[src/rtl/atp_pkg.sv]
// Shared types and constants for the AT command line parser.
// No dependencies.
`timescale 1ns / 1ps
package atp_pkg;

  // Result kinds on the output channel
  typedef enum logic [3:0] {
    K_OK           = 4'd0,
    K_REBOOT       = 4'd1,
    K_REBOOT_HELP  = 4'd2,
    K_FACTORY      = 4'd3,
    K_FACTORY_HELP = 4'd4,
    K_ERROR        = 4'd5,
    K_OVERFLOW     = 4'd6,
    K_COMMAND      = 4'd7,
    K_PAYLOAD      = 4'd8,
    K_DROPPED      = 4'd9
  } kind_t;

  typedef enum logic [1:0] {
    OP_RUN   = 2'd0,
    OP_HELP  = 2'd1,
    OP_READ  = 2'd2,
    OP_WRITE = 2'd3
  } op_t;

  typedef enum logic [1:0] {
    PART_NONE = 2'd0,
    PART_NAME = 2'd1,
    PART_ARG  = 2'd2
  } part_t;

  typedef enum logic [2:0] {
    ST_IDLE,
    ST_SCAN_RD,
    ST_SCAN_DAT,
    ST_DECIDE,
    ST_EMIT_RD,
    ST_EMIT_DAT
  } state_t;

  // Event passed from front to back; K_COMMAND marks a line to classify
  typedef struct packed {
    kind_t       kind;
    logic [5:0]  count;
  } evt_t;

  localparam logic [7:0] CH_BS    = 8'h08;
  localparam logic [7:0] CH_LF    = 8'h0A;
  localparam logic [7:0] CH_CR    = 8'h0D;
  localparam logic [7:0] CH_SPACE = 8'h20;
  localparam logic [7:0] CH_TILDE = 8'h7E;
  localparam logic [7:0] CH_DEL   = 8'h7F;
  localparam logic [7:0] CH_EQ    = 8'h3D;
  localparam logic [7:0] CH_QM    = 8'h3F;
  localparam logic [7:0] CH_PLUS  = 8'h2B;
  localparam logic [7:0] CH_A     = 8'h41;
  localparam logic [7:0] CH_T     = 8'h54;
  localparam logic [7:0] CH_Z     = 8'h5A;
  localparam logic [7:0] CH_R     = 8'h52;

  function automatic logic [7:0] to_upper(input logic [7:0] c);
    if (c >= 8'h61 && c <= 8'h7A) begin
      return c - 8'h20;
    end
    return c;
  endfunction

endpackage

[src/rtl/atp_ram.sv]
// Generic single-write, single-read RAM with registered read data.
// No dependencies.
`timescale 1ns / 1ps
module atp_ram #(
  parameter int WIDTH = 8,
  parameter int DEPTH = 63
) (
  input  logic                     clk,
  input  logic                     we,
  input  logic [$clog2(DEPTH)-1:0] waddr,
  input  logic [WIDTH-1:0]         wdata,
  input  logic [$clog2(DEPTH)-1:0] raddr,
  output logic [WIDTH-1:0]         rdata
);

  logic [WIDTH-1:0] mem [DEPTH];

  // Write port and registered read port
  always_ff @(posedge clk) begin
    if (we) begin
      mem[waddr] <= wdata;
    end
    rdata <= mem[raddr];
  end

endmodule

[src/rtl/atp_fifo.sv]
// Small event queue between the line editor and the classifier.
// Uses atp_pkg for the event type.
`timescale 1ns / 1ps
module atp_fifo #(
  parameter int DEPTH = 2
) (
  input  logic          clk,
  input  logic          rst,
  input  logic          push,
  input  atp_pkg::evt_t din,
  output logic          full,
  input  logic          pop,
  output atp_pkg::evt_t dout,
  output logic          empty
);
  import atp_pkg::*;

  localparam int AW = (DEPTH > 1) ? $clog2(DEPTH) : 1;
  localparam int CW = $clog2(DEPTH + 1);

  evt_t           mem [DEPTH];
  logic [AW-1:0]  wptr;
  logic [AW-1:0]  rptr;
  logic [CW-1:0]  fill;

  assign full  = (fill == CW'(DEPTH));
  assign empty = (fill == '0);
  assign dout  = mem[rptr];

  // Store event
  always_ff @(posedge clk) begin
    if (push && !full) begin
      mem[wptr] <= din;
    end
  end

  // Advance pointers and fill level
  always_ff @(posedge clk) begin
    if (rst) begin
      wptr <= '0;
      rptr <= '0;
      fill <= '0;
    end else begin
      if (push && !full) begin
        wptr <= (wptr == AW'(DEPTH - 1)) ? '0 : wptr + 1'b1;
      end
      if (pop && !empty) begin
        rptr <= (rptr == AW'(DEPTH - 1)) ? '0 : rptr + 1'b1;
      end
      if ((push && !full) && !(pop && !empty)) begin
        fill <= fill + 1'b1;
      end else if (!(push && !full) && (pop && !empty)) begin
        fill <= fill - 1'b1;
      end
    end
  end

endmodule

[src/rtl/atp_front.sv]
// Line editor: accepts received bytes, keeps the line buffer and queues events.
// Uses atp_pkg; writes the line RAM and pushes into atp_fifo.
`timescale 1ns / 1ps
module atp_front #(
  parameter int LINE_MAX = 64
) (
  input  logic                            clk,
  input  logic                            rst,
  input  logic [7:0]                      rx_byte,
  input  logic                            in_valid,
  output logic                            in_stall,
  output logic                            ram_we,
  output logic [$clog2(LINE_MAX-1)-1:0]   ram_waddr,
  output logic [7:0]                      ram_wdata,
  output logic                            evt_push,
  output atp_pkg::evt_t                   evt,
  input  logic                            evt_full,
  input  logic                            job_done
);
  import atp_pkg::*;

  localparam int DEPTH = LINE_MAX - 1;
  localparam int AW    = $clog2(DEPTH);
  localparam int CW    = $clog2(LINE_MAX);

  logic [CW-1:0] char_count, char_count_next;
  logic          overflow, overflow_next;
  logic          skip_lf, skip_lf_next;
  logic          busy, busy_next;
  logic          accept;
  logic          is_lf, is_cr, is_bs, is_print;

  assign in_stall = evt_full || busy;
  assign accept   = in_valid && !in_stall;

  assign is_lf    = (rx_byte == CH_LF);
  assign is_cr    = (rx_byte == CH_CR);
  assign is_bs    = (rx_byte == CH_BS) || (rx_byte == CH_DEL);
  assign is_print = (rx_byte >= CH_SPACE) && (rx_byte <= CH_TILDE);

  assign ram_waddr = char_count[AW-1:0];
  assign ram_wdata = rx_byte;

  // Edit the line for each accepted beat
  always_comb begin
    char_count_next = char_count;
    overflow_next   = overflow;
    skip_lf_next    = skip_lf;
    busy_next       = busy;
    ram_we          = 1'b0;
    evt_push        = 1'b0;
    evt.kind        = K_DROPPED;
    evt.count       = 6'(char_count);
    if (job_done) begin
      busy_next = 1'b0;
    end
    if (accept) begin
      skip_lf_next = is_cr;
      if (is_lf && skip_lf) begin
        skip_lf_next = 1'b0;
      end else if (is_bs) begin
        if (char_count != '0) begin
          char_count_next = char_count - 1'b1;
        end
      end else if (is_cr || is_lf) begin
        if (overflow) begin
          overflow_next   = 1'b0;
          char_count_next = '0;
          evt_push        = 1'b1;
          evt.kind        = K_OVERFLOW;
        end else if (char_count != '0) begin
          char_count_next = '0;
          busy_next       = 1'b1;
          evt_push        = 1'b1;
          evt.kind        = K_COMMAND;
        end
      end else if (is_print) begin
        if (char_count >= CW'(DEPTH)) begin
          overflow_next = 1'b1;
          evt_push      = 1'b1;
          evt.kind      = K_DROPPED;
        end else begin
          ram_we          = 1'b1;
          char_count_next = char_count + 1'b1;
        end
      end
    end
  end

  always_ff @(posedge clk) begin
    if (rst) begin
      char_count <= '0;
      overflow   <= 1'b0;
      skip_lf    <= 1'b0;
      busy       <= 1'b0;
    end else begin
      char_count <= char_count_next;
      overflow   <= overflow_next;
      skip_lf    <= skip_lf_next;
      busy       <= busy_next;
    end
  end

endmodule

[src/rtl/atp_back.sv]
// Classifier: scans a finished line from the RAM and emits the result beats.
// Uses atp_pkg; pops atp_fifo and reads the line RAM.
`timescale 1ns / 1ps
module atp_back #(
  parameter int LINE_MAX = 64
) (
  input  logic                            clk,
  input  logic                            rst,
  input  logic                            evt_empty,
  input  atp_pkg::evt_t                   evt,
  output logic                            evt_pop,
  output logic [$clog2(LINE_MAX-1)-1:0]   ram_raddr,
  input  logic [7:0]                      ram_rdata,
  output logic                            job_done,
  output logic [3:0]                      kind,
  output logic [1:0]                      operation,
  output logic [5:0]                      name_length,
  output logic [5:0]                      argument_length,
  output logic [7:0]                      payload_byte,
  output logic [1:0]                      payload_part,
  output logic                            last,
  output logic                            out_valid,
  input  logic                            out_stall
);
  import atp_pkg::*;

  localparam int AW  = $clog2(LINE_MAX - 1);
  localparam int CW  = $clog2(LINE_MAX);
  localparam int CW1 = CW + 1;

  state_t         state, state_next;
  logic [CW1-1:0] idx;
  logic [CW1-1:0] cnt;
  logic [7:0]     chars [4];
  logic           found;
  logic [CW1-1:0] sep;
  logic           sep_q;
  logic           q_after;
  op_t            op;
  logic [CW1-1:0] endi;

  logic           out_free;
  logic           is_job;
  logic           scan_end;
  logic [7:0]     up_byte;
  logic [CW1-1:0] nxt;
  logic           emit_end;

  // Decision from the scan
  logic           dec_single;
  kind_t          dec_kind;
  op_t            dec_op;
  logic           is_at;

  // Output register load
  logic           ld;
  kind_t          ld_kind;
  op_t            ld_op;
  logic [5:0]     ld_nl;
  logic [5:0]     ld_al;
  logic [7:0]     ld_byte;
  part_t          ld_part;
  logic           ld_last;

  assign out_free  = !out_valid || !out_stall;
  assign is_job    = (evt.kind == K_COMMAND);
  assign ram_raddr = idx[AW-1:0];
  assign scan_end  = (idx + 1'b1 == cnt);
  assign up_byte   = to_upper(ram_rdata);

  // Next payload index, stepping over the separator of a write
  always_comb begin
    nxt = idx + 1'b1;
    if (op == OP_WRITE && nxt == sep) begin
      nxt = nxt + 1'b1;
    end
    emit_end = (nxt >= endi);
  end

  // Classify the scanned line
  always_comb begin
    is_at      = (chars[0] == CH_A) && (chars[1] == CH_T);
    dec_single = 1'b1;
    dec_kind   = K_ERROR;
    dec_op     = OP_RUN;
    if (cnt == CW1'(2) && is_at) begin
      dec_kind = K_OK;
    end else if (cnt == CW1'(3) && is_at && chars[2] == CH_Z) begin
      dec_kind = K_REBOOT;
    end else if (cnt == CW1'(4) && is_at && chars[2] == CH_Z && chars[3] == CH_QM) begin
      dec_kind = K_REBOOT_HELP;
    end else if (cnt == CW1'(3) && is_at && chars[2] == CH_R) begin
      dec_kind = K_FACTORY;
    end else if (cnt == CW1'(4) && is_at && chars[2] == CH_R && chars[3] == CH_QM) begin
      dec_kind = K_FACTORY_HELP;
    end else if (cnt >= CW1'(3) && is_at && chars[2] == CH_PLUS) begin
      dec_kind   = K_COMMAND;
      dec_single = 1'b0;
      if (!found) begin
        dec_op = OP_RUN;
      end else if (sep_q && sep + 1'b1 == cnt) begin
        dec_op = OP_HELP;
      end else if (!sep_q && sep + 2'd2 == cnt && q_after) begin
        dec_op = OP_READ;
      end else if (!sep_q && sep + 1'b1 < cnt && !q_after) begin
        dec_op = OP_WRITE;
      end else begin
        dec_kind   = K_ERROR;
        dec_single = 1'b1;
      end
      if (sep == CW1'(3)) begin
        dec_kind   = K_ERROR;
        dec_single = 1'b1;
      end
    end
  end

  // Next state
  always_comb begin
    state_next = state;
    case (state)
      ST_IDLE: begin
        if (!evt_empty && is_job) begin
          state_next = ST_SCAN_RD;
        end
      end
      ST_SCAN_RD:  state_next = ST_SCAN_DAT;
      ST_SCAN_DAT: state_next = scan_end ? ST_DECIDE : ST_SCAN_RD;
      ST_DECIDE: begin
        if (out_free) begin
          state_next = dec_single ? ST_IDLE : ST_EMIT_RD;
        end
      end
      ST_EMIT_RD: state_next = ST_EMIT_DAT;
      ST_EMIT_DAT: begin
        if (out_free) begin
          state_next = emit_end ? ST_IDLE : ST_EMIT_RD;
        end
      end
      default: state_next = ST_IDLE;
    endcase
  end

  // Outputs of the sequencer
  always_comb begin
    evt_pop  = 1'b0;
    job_done = 1'b0;
    ld       = 1'b0;
    ld_kind  = K_OK;
    ld_op    = OP_RUN;
    ld_nl    = '0;
    ld_al    = '0;
    ld_byte  = '0;
    ld_part  = PART_NONE;
    ld_last  = 1'b1;
    case (state)
      ST_IDLE: begin
        if (!evt_empty && (is_job || out_free)) begin
          evt_pop = 1'b1;
          if (!is_job) begin
            ld      = 1'b1;
            ld_kind = evt.kind;
          end
        end
      end
      ST_DECIDE: begin
        if (out_free) begin
          ld       = 1'b1;
          ld_kind  = dec_kind;
          job_done = dec_single;
          if (!dec_single) begin
            ld_op   = dec_op;
            ld_nl   = 6'(sep) - 6'd3;
            ld_al   = (dec_op == OP_WRITE) ? 6'(cnt - sep - 1'b1) : 6'd0;
            ld_last = 1'b0;
          end
        end
      end
      ST_EMIT_DAT: begin
        if (out_free) begin
          ld       = 1'b1;
          ld_kind  = K_PAYLOAD;
          ld_part  = (idx < sep) ? PART_NAME : PART_ARG;
          ld_byte  = (idx < sep) ? up_byte : ram_rdata;
          ld_last  = emit_end;
          job_done = emit_end;
        end
      end
      default: begin
        ld = 1'b0;
      end
    endcase
  end

  // Scan and emit registers
  always_ff @(posedge clk) begin
    case (state)
      ST_IDLE: begin
        idx     <= '0;
        cnt     <= CW1'(evt.count);
        sep     <= CW1'(evt.count);
        found   <= 1'b0;
        sep_q   <= 1'b0;
        q_after <= 1'b0;
      end
      ST_SCAN_DAT: begin
        if (idx < CW1'(4)) begin
          chars[idx[1:0]] <= up_byte;
        end
        if (idx >= CW1'(3)) begin
          if (!found && (ram_rdata == CH_EQ || ram_rdata == CH_QM)) begin
            found <= 1'b1;
            sep   <= idx;
            sep_q <= (ram_rdata == CH_QM);
          end else if (found && ram_rdata == CH_QM) begin
            q_after <= 1'b1;
          end
        end
        if (!scan_end) begin
          idx <= idx + 1'b1;
        end
      end
      ST_DECIDE: begin
        op   <= dec_op;
        endi <= (dec_op == OP_WRITE) ? cnt : sep;
        idx  <= CW1'(3);
      end
      ST_EMIT_DAT: begin
        if (out_free) begin
          idx <= nxt;
        end
      end
      default: begin
        idx <= idx;
      end
    endcase
  end

  // Hold result until taken
  always_ff @(posedge clk) begin
    if (ld) begin
      kind            <= ld_kind;
      operation       <= ld_op;
      name_length     <= ld_nl;
      argument_length <= ld_al;
      payload_byte    <= ld_byte;
      payload_part    <= ld_part;
      last            <= ld_last;
    end
  end

  always_ff @(posedge clk) begin
    if (rst) begin
      state     <= ST_IDLE;
      out_valid <= 1'b0;
    end else begin
      state <= state_next;
      if (ld) begin
        out_valid <= 1'b1;
      end else if (!out_stall) begin
        out_valid <= 1'b0;
      end
    end
  end

endmodule

[src/rtl/at_command_line_parser.sv]
// Top level of the AT command line parser.
// Plain bytes are accepted back to back while input is not stalled; a line end with
// stored bytes blocks input while the line is scanned and its payload beats are emitted.
// Throughput is set by the single read port of the line RAM.
// Synchronous active-high reset clears counts, flags, queue and output valid.
`timescale 1ns / 1ps
module at_command_line_parser #(
  parameter int LINE_MAX = 64
) (
  input  logic       clk,
  input  logic       rst,
  input  logic [7:0] rx_byte,
  input  logic       in_valid,
  output logic       in_stall,
  output logic [3:0] kind,
  output logic [1:0] operation,
  output logic [5:0] name_length,
  output logic [5:0] argument_length,
  output logic [7:0] payload_byte,
  output logic [1:0] payload_part,
  output logic       last,
  output logic       out_valid,
  input  logic       out_stall
);
  import atp_pkg::*;

  localparam int DEPTH = LINE_MAX - 1;
  localparam int AW    = $clog2(DEPTH);

  logic          ram_we;
  logic [AW-1:0] ram_waddr;
  logic [7:0]    ram_wdata;
  logic [AW-1:0] ram_raddr;
  logic [7:0]    ram_rdata;
  logic          evt_push, evt_pop, evt_full, evt_empty;
  evt_t          evt_in, evt_out;
  logic          job_done;

  atp_front #(.LINE_MAX(LINE_MAX)) u_front (
    .clk       (clk),
    .rst       (rst),
    .rx_byte   (rx_byte),
    .in_valid  (in_valid),
    .in_stall  (in_stall),
    .ram_we    (ram_we),
    .ram_waddr (ram_waddr),
    .ram_wdata (ram_wdata),
    .evt_push  (evt_push),
    .evt       (evt_in),
    .evt_full  (evt_full),
    .job_done  (job_done)
  );

  atp_ram #(.WIDTH(8), .DEPTH(DEPTH)) u_line_ram (
    .clk   (clk),
    .we    (ram_we),
    .waddr (ram_waddr),
    .wdata (ram_wdata),
    .raddr (ram_raddr),
    .rdata (ram_rdata)
  );

  atp_fifo #(.DEPTH(2)) u_queue (
    .clk   (clk),
    .rst   (rst),
    .push  (evt_push),
    .din   (evt_in),
    .full  (evt_full),
    .pop   (evt_pop),
    .dout  (evt_out),
    .empty (evt_empty)
  );

  atp_back #(.LINE_MAX(LINE_MAX)) u_back (
    .clk             (clk),
    .rst             (rst),
    .evt_empty       (evt_empty),
    .evt             (evt_out),
    .evt_pop         (evt_pop),
    .ram_raddr       (ram_raddr),
    .ram_rdata       (ram_rdata),
    .job_done        (job_done),
    .kind            (kind),
    .operation       (operation),
    .name_length     (name_length),
    .argument_length (argument_length),
    .payload_byte    (payload_byte),
    .payload_part    (payload_part),
    .last            (last),
    .out_valid       (out_valid),
    .out_stall       (out_stall)
  );

endmodule

[config.mk]
export PLATFORM = sky130hd
export DESIGN_NAME = at_command_line_parser
export DESIGN_NICKNAME = d
export VERILOG_FILES = /design/src/rtl/atp_pkg.sv /design/src/rtl/atp_ram.sv /design/src/rtl/atp_fifo.sv /design/src/rtl/atp_front.sv /design/src/rtl/atp_back.sv /design/src/rtl/at_command_line_parser.sv
export SDC_FILE = /design/constraint.sdc
export NUM_CORES = 1
export LEC_CHECK = 0
export BUFFER_PORTS_ARGS = -buffer_cell sky130_fd_sc_hd__buf_2
export CORE_UTILIZATION = 58
export DETAILED_ROUTE_END_ITERATION = 12
export PLACE_DENSITY_LB_ADDON = 0.3
export SETUP_SLACK_MARGIN = 0.15
export SLEW_MARGIN = 30
export SYNTH_ARGS = -nofsm -noshare
export SYNTH_HDL_FRONTEND = slang
export SYNTH_SLANG_ARGS = --single-unit
[constraint.sdc]
create_clock -name clk -period 13.2 [get_ports clk]
set_clock_uncertainty 0.15 [all_clocks]
set_input_delay 2.64 -clock clk [delete_from_list [all_inputs] [get_ports clk]]
set_output_delay 2.64 -clock clk [all_outputs]
set_load 0.1 [all_outputs]
==> metrics.md <==
| Metric | Value |
|---|---|
| Clock transition at path regs | `approximately 0.06 ns` |
| Status | `completed` |
| Final setup fails | `0` |
| Row count | `roughly 80` |
| M2 GR Usage | `between 40% and 50%` |
| Tcrit/Tclk final | `slightly above 40%` |
| DP HPWL | `roughly 37 mm` |
| Worst-skew pair later-pin latency | `0.60 ns` |
| Cts hold-fix bufs | `0` |
| P&R area growth vs syn | `11.18%` |
| Avg Cell Area, Syn | `18.07 um2` |
| Pwr per Cell Area | `between 150 and 200 nW/um2` |
| Syn. warnings | `0` |
| Number of vias per cell | `around 6.4` |
| Layout cells sized above 1 | `between 20% and 30%` |
| Die Y | `between 200 and 250 um` |
| Initial Util | `around 59%` |
| DR vias | `~14,000` |
| First-pass GRT wire length | `90.60 mm` |
| Flops & latches, synth | `641` |
| CTS tree | `yes` |
| Synth unique cells | `73` |
| Root Driver | `clkbuf_16` |
| Worst-Margin Slew | `roughly 0.97 ns` |
| Worst Path Required | `13.26 ns` |
| Synth top area share | `~69%` |
| Antenna cells | `0` |
| Commonest non-fill, non-tap cell in the layout | `edfxtp_1` |
| Die width | `between 200 and 250 um` |
| Wirelength per Cell | `approximately 27 um` |
| CTS Buf Count | `66` |
| Final hold viol count | `0` |
| Peak VDD IR | `0.1686 mV` |
| Met1 Use GR | `a little under two fifths` |
| R2R depth | `17` |
| Slew HR | `35.18%` |
| Synthesized area | `~27,000 um2` |
| Post-synthesis sequential area ratio | `a little under three quarters` |
| Kind of critical path | `in2reg` |
| Internal power | `~3.5 mW` |
| Post-CTS Setup Inserts | `0` |
| Number of global-route vias before repair | `between 10,000 and 15,000` |
| GRT Util Overall | `a little over a quarter` |
| Gr busiest metal | `met2` |
| Clock buffer depth | `3` |
| Core area | `between 40,000 and 50,000 um2` |
| Sw Ratio | `about a quarter` |
| CTS H-Tree Depth | `3` |
| Syn nets | `~1,500` |
| DRT Wirelength | `about 60 mm` |
| ANT nets after route | `0` |
| CP Launch Type | `input pin` |
| Worst hold path cell count | `2` |
| Placed cell area | `27,370 um2` |
| Leak | `9.381 nW` |
| Initial antenna violation count | `1` |
| NetSw | `around 1.2 mW` |
| Global Route met3 Usage | `4.351%` |
| Worst min path class | `reg2reg` |
| Design area | `slightly below 30,000 um2` |
| Setup TNS Final | `0 ns` |
| MaxCap Viol Count | `0` |
| CP Max Fanout | `66` |
| Cells after synthesis | `approximately 1,500` |
| PostCTS Resize Cnt | `0` |
| Grt ovf | `0` |
| RSZ-0062 raised after global routing | `false` |
| Commonest non-fill, non-tap cells in the layout | `edfxtp_1 (615), mux4_2 (149), nor2_1 (128), clkbuf_16 (68), nand2_1 (51)` |
| Clock Power Share | `roughly two fifths` |
| Reg power frac | `49.0%` |
| DIE AREA | `about 47,000 um2` |
| Gate power share | `roughly 11%` |
| Boundary Pins | `43` |
| Most used DFF post-synth | `edfxtp_1` |
| Fraction of registers with async set/reset | `0%` |
| Critical Path End Type | `flip-flop` |
| Pin count of the biggest net entering global routing | `between 80 and 90` |
| Cell accounting for the most synthesized area | `edfxtp_1` |
| DRC errors left | `0` |
| Largest cells by area after synthesis | `edfxtp_1 (69%), mux4_2 (13%), dfxtp_1 (2.0%)` |
| Highest clock rate | `between 150 and 200 MHz` |
| Minimum clock period | `about 5.5 ns` |
| Clk sink count | `approximately 640` |
| EDFF count, synth | `between 600 and 700` |
| TritonRoute pass-1 iters | `6` |
| Port bufs | `42` |
| NumNets Final | `1,578` |
| Fin. max-slew vios | `0` |
| Starting DRC count in detailed routing | `between 1,500 and 2,000` |
| GP Congestion | `0.9323` |
| CP arrival | `5.55 ns` |
-- worst max-delay path: stages --
cell     delay, ns
buf_2         0.07
buf_4         0.55
nor2_1        0.11
nor3_1        0.51
nand3_1       0.29
or3b_2        0.63
nor2_1        0.61
-- logic make-up after synthesis --
logic type	share of synthesized area, %
xor+xnor	1.585
buf+inv	1.877
simple gates	6.072
mux	13.76
flops	71.38
compound gates	3.514
fa+ha+maj	1.816
-- final timing paths --
path / start / endpoint / slack, ns
setup reg to reg: u_back.idx[1] / u_front.busy / 8.37
hold / removal: u_front.skip_lf / u_front.skip_lf / 0.35
hold reg to reg: u_front.skip_lf / u_front.skip_lf / 0.35
setup / recovery: rx_byte[5] / u_line_ram.mem[44][3] / 7.71
-- power by group through the flow --
stage | Clock (mW) | Combinational (mW) | Sequential, mW
final | 1.89 | 0.543 | 2.33
after global routing | 1.98 | 0.574 | 2.34
after CTS | 1.91 | 0.540 | 2.34
after detailed placement | 0 | 0.538 | 2.38
after global placement | 0 | 0.531 | 2.38
after floorplan | 0 | 0.177 | 2.61
-- per-stage QoR --
stage | total power [mW] | setup slack [ns] | hold WS (ns) | instances | utilization [%]
final | 4.764 | 7.710 | 0.3497 | 2180 | 65.32
after global routing | 4.897 | 7.527 | 0.3660 | 2180 | 65.32
after CTS | 4.785 | 7.778 | 0.3488 | 2179 | 65.27
after detailed placement | 2.916 | 7.179 | 0.3008 | 2059 | 60.44
after global placement | 2.908 | 7.228 | 0.2941 | 2058 | 60.38
after floorplan | 2.782 | 7.920 | 0.2737 | 1472 | -
-- state kept, by name (all words and copies together) (netlist names), 2 cells and up, named ones only --
signal	count
u_back.op	2
u_queue.fill	2
u_front.ram_waddr	6
u_back.sep	7
u_back.state	3
u_back.kind	4
u_line_ram.mem	504
u_back.cnt	6
u_back.operation	2
u_back.idx	7
u_back.name_length	6
u_back.chars	32
u_back.payload_part	2
u_queue.mem	18
u_back.argument_length	6
u_line_ram.rdata	8
u_back.payload_byte	8
u_back.endi	7
-- per-layer routing --
metal,vias up,wire length [um]
met5,-,0
met4,0,2331
met3,127,4896
met2,743,28450
met1,7180,23980
li1,5996,-
-- Yosys cell counts (4+ instances only) --
cell type	n
mux4_2	149
nand4_1	12
xor2_1	13
a22o_1	6
dfxtp_1	26
nor2_1	128
mux2i_1	18
o21a_1	4
buf_4	12
or3_1	7
a22oi_1	6
buf_6	4
nor4_1	6
and2_1	17
nand3_1	28
and3_1	5
inv_1	39
a21oi_1	33
xnor2_1	30
buf_1	12
o22ai_1	5
a31oi_1	5
a311oi_1	6
clkbuf_1	30
nand2_1	51
a211oi_1	8
mux2_2	10
ha_1	37
o21ai_0	19
o21ai_1	9
nand3b_1	7
o211ai_1	5
a221o_1	6
nor2b_1	12
nor4bb_1	4
nor3_1	18
nand2b_1	6
buf_2	12
edfxtp_1	615
-- area by class of cell --
class                      instances  area [um2]
clock buffer                      84        1762
fill                            2970       15710
clock inverter                    36       426.7
multi-input combinational        722        7133
inverter                          39       146.4
sequential                       641       18990
timing repair buffer              58       370.4
tap                              600       750.7
No activity file was read; power rests on OpenSTA's default activity.
